===== src/design/byte_deque_with_search_top_assert.svh =====
// Assertion macros for the byte deque with search.
`ifndef BYTE_DEQUE_WITH_SEARCH_TOP_ASSERT_SVH
`define BYTE_DEQUE_WITH_SEARCH_TOP_ASSERT_SVH

// Condition that must hold at every clock edge outside reset.
`define BDQ_ASSERT_ALWAYS(label, expr, msg) \
	label: assert property (@(posedge clk) disable iff (!arst_n) (expr)) else $error(msg);

// Condition that must hold on the cycle after the antecedent.
`define BDQ_ASSERT_NEXT(label, ante, cons, msg) \
	label: assert property (@(posedge clk) disable iff (!arst_n) (ante) |=> (cons)) \
		else $error(msg);

`endif


===== src/design/bdq_pkg.sv =====
// Request and status codes for the byte deque with search.
`timescale 1ns / 1ps
`default_nettype none

package bdq_pkg;

	typedef enum logic [2:0] {
		REQ_PUSH_FRONT = 3'd0,
		REQ_PUSH_BACK  = 3'd1,
		REQ_POP_FRONT  = 3'd2,
		REQ_POP_BACK   = 3'd3,
		REQ_FIND       = 3'd4,
		REQ_CLEAR      = 3'd5
	} req_t;

	typedef enum logic [1:0] {
		STAT_OK        = 2'd0,
		STAT_FULL      = 2'd1,
		STAT_EMPTY     = 2'd2,
		STAT_NOT_FOUND = 2'd3
	} status_t;

	localparam int unsigned IDX_FIELD_W = 6;
	localparam int unsigned CNT_FIELD_W = 7;

endpackage

`default_nettype wire


===== src/design/byte_deque_with_search_top.sv =====
// Byte deque with search: ring store in a synchronous memory, front pointer and count.
// Push, clear and unused codes report from the execute state; pops report from the pop state after the
// memory read, or from the execute state when empty. Find reads one stored entry per cycle in the scan state.
// One transaction in flight; busy falls with the done strobe, results cannot be stalled.
// Reset clears front pointer and count; memory contents are not reset.
`timescale 1ns / 1ps
`default_nettype none
`include "byte_deque_with_search_top_assert.svh"

module byte_deque_with_search_top
	import bdq_pkg::*;
#(
	parameter int unsigned DEPTH = 64
) (
	input  wire logic                   clk,
	input  wire logic                   arst_n,
	input  wire logic                   start,
	output      logic                   busy,
	input  wire logic [2:0]             req_type,
	input  wire logic [7:0]             item_byte,
	output      logic                   done,
	output      logic [7:0]             out_byte,
	output      logic [IDX_FIELD_W-1:0] found_index,
	output      logic [CNT_FIELD_W-1:0] fill_count,
	output      logic [1:0]             status
);

	localparam int unsigned PTR_W = $clog2(DEPTH);
	localparam int unsigned CNT_W = $clog2(DEPTH + 1);
	localparam int unsigned SUM_W = CNT_W + 1;

	typedef enum logic [1:0] {
		S_IDLE,
		S_EXEC,
		S_POP,
		S_SCAN
	} state_t;

	state_t             state_q;
	logic [2:0]         req_q;
	logic [7:0]         byte_q;
	logic [PTR_W-1:0]   front_q;
	logic [CNT_W-1:0]   cnt_q;
	logic [PTR_W-1:0]   scan_q;
	logic [PTR_W-1:0]   scan_ptr_q;
	logic               done_q;
	logic [7:0]         out_byte_q;
	logic [IDX_FIELD_W-1:0] found_index_q;
	logic [CNT_FIELD_W-1:0] fill_count_q;
	status_t            status_q;

	logic [7:0]         mem [DEPTH];
	logic [7:0]         rd_data_s1;

	logic               full;
	logic               empty;
	logic [PTR_W-1:0]   front_dec;
	logic [PTR_W-1:0]   front_inc;
	logic [PTR_W-1:0]   scan_ptr_inc;
	logic [SUM_W-1:0]   tail_sum;
	logic [SUM_W-1:0]   last_sum;
	logic [PTR_W-1:0]   tail_pos;
	logic [PTR_W-1:0]   last_pos;
	logic               scan_last;
	logic               wr_en;
	logic [PTR_W-1:0]   wr_addr;
	logic               rd_en;
	logic [PTR_W-1:0]   rd_addr;
	logic               is_push;
	logic               is_pop;

	function automatic logic [CNT_FIELD_W-1:0] cnt_field(input logic [CNT_W-1:0] c);
		logic [31:0] w;
		w = 32'(c);
		return w[CNT_FIELD_W-1:0];
	endfunction

	function automatic logic [IDX_FIELD_W-1:0] idx_field(input logic [PTR_W-1:0] p);
		logic [31:0] w;
		w = 32'(p);
		return w[IDX_FIELD_W-1:0];
	endfunction

	always_comb begin
		full         = (cnt_q == CNT_W'(DEPTH));
		empty        = (cnt_q == '0);
		front_dec    = (front_q == '0) ? PTR_W'(DEPTH - 1) : front_q - PTR_W'(1);
		front_inc    = (front_q == PTR_W'(DEPTH - 1)) ? '0 : front_q + PTR_W'(1);
		scan_ptr_inc = (scan_ptr_q == PTR_W'(DEPTH - 1)) ? '0 : scan_ptr_q + PTR_W'(1);
		tail_sum     = SUM_W'(front_q) + SUM_W'(cnt_q);
		last_sum     = tail_sum - SUM_W'(1);
		tail_pos     = (tail_sum >= SUM_W'(DEPTH)) ? PTR_W'(tail_sum - SUM_W'(DEPTH))
		                                           : PTR_W'(tail_sum);
		last_pos     = (last_sum >= SUM_W'(DEPTH)) ? PTR_W'(last_sum - SUM_W'(DEPTH))
		                                           : PTR_W'(last_sum);
		scan_last    = ((CNT_W'(scan_q) + CNT_W'(1)) == cnt_q);
		is_push      = (req_q == REQ_PUSH_FRONT) || (req_q == REQ_PUSH_BACK);
		is_pop       = (req_q == REQ_POP_FRONT) || (req_q == REQ_POP_BACK);

		wr_en   = (state_q == S_EXEC) && is_push && !full;
		wr_addr = (req_q == REQ_PUSH_FRONT) ? front_dec : tail_pos;

		rd_en   = ((state_q == S_EXEC) && !empty && (is_pop || (req_q == REQ_FIND)))
		          || (state_q == S_SCAN);
		rd_addr = front_q;
		if (state_q == S_SCAN) begin
			rd_addr = scan_ptr_inc;
		end else if (req_q == REQ_POP_BACK) begin
			rd_addr = last_pos;
		end
	end

	always_ff @(posedge clk) begin
		if (wr_en) begin
			mem[wr_addr] <= byte_q;
		end
		if (rd_en) begin
			rd_data_s1 <= mem[rd_addr];
		end
	end

	always_ff @(posedge clk or negedge arst_n) begin
		if (!arst_n) begin
			state_q       <= S_IDLE;
			req_q         <= '0;
			byte_q        <= '0;
			front_q       <= '0;
			cnt_q         <= '0;
			scan_q        <= '0;
			scan_ptr_q    <= '0;
			done_q        <= 1'b0;
			out_byte_q    <= '0;
			found_index_q <= '0;
			fill_count_q  <= '0;
			status_q      <= STAT_OK;
		end else begin
			done_q <= 1'b0;
			case (state_q)
				S_IDLE: begin
					if (start) begin
						req_q   <= req_type;
						byte_q  <= item_byte;
						state_q <= S_EXEC;
					end
				end
				S_EXEC: begin
					out_byte_q    <= '0;
					found_index_q <= '0;
					fill_count_q  <= cnt_field(cnt_q);
					status_q      <= STAT_OK;
					done_q        <= 1'b1;
					state_q       <= S_IDLE;
					case (req_q)
						REQ_PUSH_FRONT, REQ_PUSH_BACK: begin
							if (full) begin
								status_q <= STAT_FULL;
							end else begin
								if (req_q == REQ_PUSH_FRONT) begin
									front_q <= front_dec;
								end
								cnt_q        <= cnt_q + CNT_W'(1);
								fill_count_q <= cnt_field(cnt_q + CNT_W'(1));
							end
						end
						REQ_POP_FRONT, REQ_POP_BACK: begin
							if (empty) begin
								status_q <= STAT_EMPTY;
							end else begin
								if (req_q == REQ_POP_FRONT) begin
									front_q <= front_inc;
								end
								cnt_q   <= cnt_q - CNT_W'(1);
								done_q  <= 1'b0;
								state_q <= S_POP;
							end
						end
						REQ_FIND: begin
							if (empty) begin
								status_q <= STAT_NOT_FOUND;
							end else begin
								scan_q     <= '0;
								scan_ptr_q <= front_q;
								done_q     <= 1'b0;
								state_q    <= S_SCAN;
							end
						end
						REQ_CLEAR: begin
							front_q      <= '0;
							cnt_q        <= '0;
							fill_count_q <= '0;
						end
						default: begin
						end
					endcase
				end
				S_POP: begin
					out_byte_q    <= rd_data_s1;
					found_index_q <= '0;
					fill_count_q  <= cnt_field(cnt_q);
					status_q      <= STAT_OK;
					done_q        <= 1'b1;
					state_q       <= S_IDLE;
				end
				S_SCAN: begin
					if (rd_data_s1 == byte_q) begin
						out_byte_q    <= '0;
						found_index_q <= idx_field(scan_q);
						fill_count_q  <= cnt_field(cnt_q);
						status_q      <= STAT_OK;
						done_q        <= 1'b1;
						state_q       <= S_IDLE;
					end else if (scan_last) begin
						out_byte_q    <= '0;
						found_index_q <= '0;
						fill_count_q  <= cnt_field(cnt_q);
						status_q      <= STAT_NOT_FOUND;
						done_q        <= 1'b1;
						state_q       <= S_IDLE;
					end else begin
						scan_q     <= scan_q + PTR_W'(1);
						scan_ptr_q <= scan_ptr_inc;
					end
				end
				default: begin
					state_q <= S_IDLE;
				end
			endcase
		end
	end

	assign busy        = (state_q != S_IDLE);
	assign done        = done_q;
	assign out_byte    = out_byte_q;
	assign found_index = found_index_q;
	assign fill_count  = fill_count_q;
	assign status      = status_q;

	`BDQ_ASSERT_ALWAYS(a_cnt_bound, cnt_q <= CNT_W'(DEPTH), "count exceeds depth")
	`BDQ_ASSERT_ALWAYS(a_done_idle, !done_q || !busy, "result strobe while busy")
	`BDQ_ASSERT_NEXT(a_done_pulse, done_q, !done_q, "result strobe longer than one cycle")
	`BDQ_ASSERT_NEXT(a_accept_busy, start && !busy, busy && !done_q, "accepted transaction not busy")
	`BDQ_ASSERT_ALWAYS(a_no_write_busy_scan, !(wr_en && (state_q == S_SCAN)), "write during scan")

endmodule

`default_nettype wire

===== config.mk =====
export PLATFORM = sky130hd
export DESIGN_NAME = byte_deque_with_search_top
export DESIGN_NICKNAME = d
export VERILOG_FILES = /design/src/design/bdq_pkg.sv /design/src/design/byte_deque_with_search_top.sv
export VERILOG_INCLUDE_DIRS = /design/src /design/src/design
export SDC_FILE = /design/constraint.sdc
export NUM_CORES = 1
export LEC_CHECK = 0
export ABC_CLOCK_PERIOD_IN_PS = 4100
export BUFFER_PORTS_ARGS = -buffer_cell sky130_fd_sc_hd__buf_4
export CORE_MARGIN = 2
export CORE_UTILIZATION = 46
export CTS_CLUSTER_SIZE = 25
export DETAILED_ROUTE_END_ITERATION = 8
export PLACE_DENSITY = 0.7
export SKIP_CTS_REPAIR_TIMING = 1
export SLEW_MARGIN = 20
export SYNTH_ARGS = -nofsm -noshare
export SYNTH_HDL_FRONTEND = slang
export SYNTH_SLANG_ARGS = --single-unit

===== constraint.sdc =====
create_clock -name clk -period 4.1 [get_ports clk]
set_input_delay 0.205 -clock clk [delete_from_list [all_inputs] [get_ports clk]]
set_output_delay 0.205 -clock clk [all_outputs]
set_load 0.01 [all_outputs]

# Word level (Yosys, flattened, before mapping)
# Memory sizes are Yosys's and may differ from the RTL's. A register that Yosys moved wholly into a read port is not among the register bits.
# Cells that the tools add are included.
word_totals:
  regBits: 62
  ram_bits: 512
  wordCells: 136
  input_bits: 14
  out_inout_bits: 25
  memories: 1
op_classes:
  mux: 57
  n_reduce_logical: 30
  n_addsub: 11
  n_eq_ne: 23
  magnitude_cmp: 2
memory_table:
  columns: ["name", "depth", "word_bits", "rd", "rd_clocked_by_memory_dff", "write_ports", "line_no", "rtl"]
  rows:
  - ["mem", 64, 8, 1, 1, 1, "byte_deque_with_search_top.sv:52", "logic [7:0] mem [DEPTH];"]
ops:
  columns: ["op", "count"]
  rows:
  - ["2-to-1 mux 6 bit", 22]
  - ["case mux 7 bit (3 select lines)", 2]
  - ["case mux 6 bit (2 select lines)", 3]
  - ["2-to-1 mux 7 bit", 4]
  - ["case mux 8 bit (3 select lines)", 1]
  - ["adder 6 x 1 -> 6 bit, second input constant", 3]
  - ["2-to-1 mux 2 bit", 9]
  - ["case mux 6 bit (3 select lines)", 1]
  - ["subtractor 6 x 1 -> 6 bit, second input constant", 3]
  - ["greater-or-equal comparator 8 x 7 -> 1 bit, second input constant", 2]
  - ["2-to-1 mux 8 bit", 2]
  - ["!= test 2 bit, second input constant", 8]
  - ["case mux 7 bit (2 select lines)", 1]
  - ["== test 6 bit, second input constant", 2]
  - ["case mux 2 bit (3 select lines)", 2]
  - ["adder 6 x 7 -> 8 bit", 1]
  - ["== test 8 bit", 1]
  - ["case mux 2 bit (4 select lines)", 1]
  - ["AND reduction 2 bit", 4]
  - ["subtractor 8 x 1 -> 8 bit, second input constant", 1]
  - ["adder 6 x 1 -> 7 bit, second input constant", 1]
  - ["adder 7 x 1 -> 7 bit, second input constant", 1]
  - ["== test 7 bit", 1]
  - ["== test 7 bit, second input constant", 1]
  - ["other kinds (25)", 46]

# Depth between registers and ports, before layout
depth:
  ltp_word: 6
  ltp_mapped: 16
  depth_no_buf: 12

# Worst setup path after synthesis
# OpenSTA, ideal clock, no wires.
synth_timing:
  kind: "reg-to-reg"
  from: "register cnt_q[0]"
  to: "register rd_data_s1[0], read port of mem, data pin"
  arrival_ns: 3.345
  period_less_slack_ns: 3.515
  setup_time_ns: 0.170
  path_buffers: 1
  required_ns: 3.930
  stages_incl_launch_ff: 13
  setup_slack_ns: 0.585
  cell_sequence: "dfrtp_1 -> ha_1 -> fa_1 -> and3_1 -> or3_1 -> a221o_1 -> xnor3_1 -> o21a_2 -> clkbuf_1 -> a311oi_1 -> a21oi_1 -> a22o_1 -> nor4_2"
synth_via:
  elab_chain_len: 6
  elab_cells_between_ends: 12
  cone_classes: "3 x add/sub; 1 x order compare; 3 x mux; 5 x reduce/logical"
synth_lines:
  columns: ["element", "line_no", "rtl"]
  rows:
  - ["start: declaration", "byte_deque_with_search_top.sv:43", "logic [CNT_W-1:0] cnt_q;"]
  - ["start signal: assignment", "byte_deque_with_search_top.sv:161", "cnt_q <= cnt_q + CNT_W'(1);"]
  - ["start signal: assignment", "byte_deque_with_search_top.sv:172", "cnt_q <= cnt_q - CNT_W'(1);"]
  - ["adder 6 x 7 -> 8 bit", "byte_deque_with_search_top.sv:90", "tail_sum = SUM_W'(front_q) + SUM_W'(cnt_q);"]
  - ["subtractor 8 x 1 -> 8 bit", "byte_deque_with_search_top.sv:91", "last_sum = tail_sum - SUM_W'(1);"]
  - ["greater-or-equal comparator 8 x 7 -> 1 bit / subtractor 6 x 1 -> 6 bit (equally long branches)", "byte_deque_with_search_top.sv:94", "last_pos = (last_sum >= SUM_W'(DEPTH)) ? PTR_W'(last_sum - SUM_W'(DEPTH))"]
  - ["2-to-1 mux 6 bit", "byte_deque_with_search_top.sv:94", null]
  - ["2-to-1 mux 6 bit", "byte_deque_with_search_top.sv:108", "end else if (req_q == REQ_POP_BACK) begin"]
  - ["2-to-1 mux 6 bit", "byte_deque_with_search_top.sv:106", "if (state_q == S_SCAN) begin"]
  - ["end: declaration", "byte_deque_with_search_top.sv:53", "logic [7:0] rd_data_s1;"]
# Several ways; a longest one is shown, not always the timed one.
# A chain may end at the register's enable or synchronous reset.

# Final worst setup path
layout_timing:
  from: "register front_q[0]"
  to: "register rd_data_s1[3], read port of mem, data pin"
layout_via:
  elab_chain_len: 6
  elab_cells_between_ends: 7
  cone_classes: "3 x add/sub; 1 x order compare; 3 x mux"
layout_lines:
  columns: ["element", "line_no", "rtl"]
  rows:
  - ["start: declaration", "byte_deque_with_search_top.sv:42", "logic [PTR_W-1:0] front_q;"]
  - ["start signal: assignment", "byte_deque_with_search_top.sv:159", "front_q <= front_dec;"]
  - ["start signal: assignment", "byte_deque_with_search_top.sv:170", "front_q <= front_inc;"]
  - ["adder 6 x 7 -> 8 bit", "byte_deque_with_search_top.sv:90", null]
  - ["subtractor 8 x 1 -> 8 bit", "byte_deque_with_search_top.sv:91", null]
  - ["greater-or-equal comparator 8 x 7 -> 1 bit / subtractor 6 x 1 -> 6 bit (equally long branches)", "byte_deque_with_search_top.sv:94", null]
  - ["2-to-1 mux 6 bit", "byte_deque_with_search_top.sv:94", null]
  - ["2-to-1 mux 6 bit *", "byte_deque_with_search_top.sv:108", null]
  - ["2-to-1 mux 6 bit *", "byte_deque_with_search_top.sv:106", null]
# Mark *: on every way between the ends. The rest lies on a longest branch, timed or not.

==> flow_metrics.env <==
export IMPL_dieArea_sq_um=56400
export IMPL_drive_gt1_share_pct=15.6
export IMPL_syn_area_per_cell_sq_um=14.0
export IMPL_holdWs_ns=0.222
export IMPL_muxShareOfSynthArea_pct=4.39
export IMPL_worstMarginPinSlew_ns=0.973
export IMPL_setup_violations=0
export IMPL_synth_simple_area_share_pct=10.1
export IMPL_grt_max_degree=66
export IMPL_gp_congestion=0.862
export IMPL_min_period_ns=3.98
export IMPL_async_flop_share_pct=10.7
export IMPL_yosys_area_top_type="edfxtp_1"
export IMPL_via_per_inst=6.13
export IMPL_outcome="finished, final reports clean"
export IMPL_drt_met1_wl_mm=25.9
export IMPL_cts_sink_count=582
export IMPL_cts_root_buf="clkbuf_16"
export IMPL_synth_compound_area_share_pct=11.9
export IMPL_hold_path_class="input port to async pin"
export IMPL_maxSlewViolCount=0
export IMPL_ys_seq_area_share_pct=68.5
export IMPL_synth_main_ff_cell="edfxtp_1"
export IMPL_place_area_sq_um=26400
export IMPL_placementRows=85
export IMPL_ys_types=72
export IMPL_drtPass1Iterations=5
export IMPL_num_vias=16100
export IMPL_syn_num_nets=1823
export IMPL_start_kind="flip-flop"
export IMPL_synth_top_family_by_area="compound AO/OA/AOI/OAI gates"
export IMPL_diodes=0
export IMPL_arrival_ns=4.41
export IMPL_cp_max_fo=35
export IMPL_netlist_area_sq_um=25100
export IMPL_fillers=4342
export IMPL_tns_ns=0
export IMPL_wire_per_inst_um=24.6
export IMPL_yosys_warnings=0
export IMPL_synthAdderAreaFrac_pct=0.679
export IMPL_drv_cap=0
export IMPL_skew_ns=0.0186
export IMPL_drtIter0Drc=1915
export IMPL_synth_xor_area_share_pct=1.22
export IMPL_top_layer_used="met4"
export IMPL_startpoint="front_q[0]"
export IMPL_min_period_over_period_pct=97.1
export IMPL_synth_edf_count=520
export IMPL_grt_total_usage_pct=22.7
export IMPL_nets=1909
export IMPL_h_tree_depth=2
export IMPL_die_w_um=237
export IMPL_dr_wl_met3_mm=4.88
export IMPL_max_slew_margin_pct=34.9
export IMPL_cts_path_max_buffers=3
export IMPL_synth_top_area_share_pct=62.3
export IMPL_clkTransAtPathRegs_ns=0.06
export IMPL_timing_rr_start="front_q[0]"
export IMPL_synth_seq_cells=582
export IMPL_wl_met2_mm=31.4
export IMPL_end_kind="flip-flop"
export IMPL_required_ns=4.53
export IMPL_postRouteAntennaNets=0
export IMPL_numCtsBuffers=57
export IMPL_dpl_hpwl_mm=39.6
export IMPL_crit_type="flip-flop to flip-flop"
export IMPL_post_route_drc_count=0
export IMPL_areaGrowthSynthToFinish_pct=13.7
export IMPL_antenna_found_initial=0
export IMPL_grt_overflow_total=0
export IMPL_port_buffers=38
export IMPL_cts_tree="built"
export IMPL_grt_pass1_wl_mm=96.9
export IMPL_synth_area_leaders="edfxtp_1, dfrtp_1, a211oi_1"
export IMPL_first_global_vias=15500
export IMPL_num_io_pins=39
export IMPL_drt_wl_total_mm=64.5
export IMPL_synth_cells=1796
export IMPL_fp_coreArea_sq_um=53800
export IMPL_timing_final_hold_violations=0
export IMPL_rsz0062_at_grt="false"
export IMPL_initial_utilization_pct=46.6
export IMPL_clk_latency_ns=0.62
export IMPL_die_height_um=237
export IMPL_design_area_sq_um=28500
export IMPL_fmax_ghz=0.251
placed cells by master (no fill, tap or decap), types with 9 or more instances in the layout:
| cell | Yosys | final |
|---|---|---|
| mux2_2 | 14 | 14 |
| ha_1 | 12 | 12 |
| nor2b_1 | 24 | 24 |
| and3_1 | 80 | 80 |
| edfxtp_1 | 520 | 520 |
| nor3_1 | 16 | 16 |
| clkinv_2 | 0 | 16 |
| nand2_1 | 221 | 220 |
| clkbuf_16 | 0 | 58 |
| nand3_1 | 28 | 28 |
| a21o_1 | 12 | 12 |
| a211oi_1 | 114 | 114 |
| a21oi_1 | 70 | 70 |
| a22oi_1 | 11 | 11 |
| mux2i_1 | 39 | 39 |
| xnor2_1 | 13 | 13 |
| clkbuf_1 | 54 | 10 |
| buf_4 | 23 | 123 |
| a311oi_2 | 0 | 9 |
| o21ai_0 | 33 | 32 |
| dfrtp_1 | 62 | 54 |
| buf_12 | 4 | 14 |
| xor2_1 | 15 | 15 |
| nor2_1 | 125 | 125 |
| clkinv_1 | 0 | 9 |
| a22o_1 | 26 | 24 |
| a311oi_1 | 44 | 34 |
| nand3b_1 | 9 | 9 |
| a31oi_1 | 36 | 36 |
| dlygate4sd3_1 | 0 | 12 |
| mux4_2 | 21 | 21 |
| inv_1 | 16 | 16 |
flip-flops by register name (all words and copies together) (netlist names):
name / count
front_q: 6
rd_data_s1: 8
byte_q: 8
state_q: 2
out_byte: 8
status: 2
done: 1
req_q: 3
mem: 512
found_index: 6
scan_ptr_q: 6
cnt_q: 7
fill_count: 7
scan_q: 6
metal layers:
metal / vias up / GRT usage, %
met4: 0 / 8.58
met5: - / 0
met3: 146 / 3.62
li1: 7134 / -
met2: 710 / 37.2
met1: 8082 / 30.7
metrics by stage:
stage / worst slack, ns / util [%] / cells
floorplan: 0.585 / - / 1796
global placement: 0.0354 / 49.0 / 2500
detailed placement: 0.00717 / 49.0 / 2500
CTS: -0.0574 / 52.4 / 2605
global route: 0.00869 / 52.9 / 2624
finish: 0.119 / 52.9 / 2624
worst max-delay path, stage by stage, from the launching register on:
cell and delay [ns]:
dfrtp_1 0.39, ha_1 0.25, fa_2 0.59, inv_1 0.06, ha_1 0.30, a211o_4 0.42
nand2_8 0.13, buf_12 0.17, buf_12 0.21, buf_12 0.18, a211oi_1 0.12, a311oi_2 0.31
a21oi_1 0.10, a22o_1 0.35, nor4_2 0.18
cell type report:
| type | count | area (sq um) | share of cell area, % |
|---|---|---|---|
| Clock inverter | 37 | 362 | 1.27 |
| Multi-Input combinational cell | 1076 | 7210 | 25.3 |
| Tap cell | 696 | 871 | 3.06 |
| Timing Repair Buffer | 149 | 1320 | 4.65 |
| Inverter | 16 | 60.1 | 0.211 |
| Sequential cell | 582 | 17200 | 60.3 |
| Clock buffer | 68 | 1490 | 5.23 |
cell usage after synthesis (9+ instances only):
| library cell | n |
|---|---|
| edfxtp_1 | 520 |
| nand2_1 | 221 |
| nor2_1 | 125 |
| a211oi_1 | 114 |
| and3_1 | 80 |
| a21oi_1 | 70 |
| dfrtp_1 | 62 |
| clkbuf_1 | 54 |
| a311oi_1 | 44 |
| mux2i_1 | 39 |
| a31oi_1 | 36 |
| o21ai_0 | 33 |
| nand3_1 | 28 |
| a22o_1 | 26 |
| buf_2 | 24 |
| nor2b_1 | 24 |
| buf_4 | 23 |
| mux4_2 | 21 |
| inv_1 | 16 |
| nor3_1 | 16 |
| xor2_1 | 15 |
| mux2_2 | 14 |
| xnor2_1 | 13 |
| a21o_1 | 12 |
| buf_6 | 12 |
| ha_1 | 12 |
| a22oi_1 | 11 |
| a211o_1 | 9 |
| nand3b_1 | 9 |
worst paths after layout:
kind / endpoint / slack [ns] / cells past startpoint
worst max-delay path: rd_data_s1[3] / 0.12 / 14
worst min-delay path: cnt_q[0] / 0.22 / 2
worst max register to register: rd_data_s1[3] / 0.12 / 14
worst min register to register: fill_count[1] / 0.48 / 2
max in group asynchronous: byte_q[6] / 3.30 / 2
min in group clk: req_q[2] / 0.37 / 4
kinds of logic (layout without fill, tap and decap cells):
group / count (synthesis) / in the layout
compound gates: 415 / 415
simple gates: 540 / 540
mux: 77 / 77
fa+ha+maj: 13 / 13
buf+inv: 138 / 270
flops: 582 / 582
xor+xnor: 31 / 31
Power is left out: the tool's default activity adds up to more than one toggle a clock period on the data nets, which glitch-free logic cannot reach.
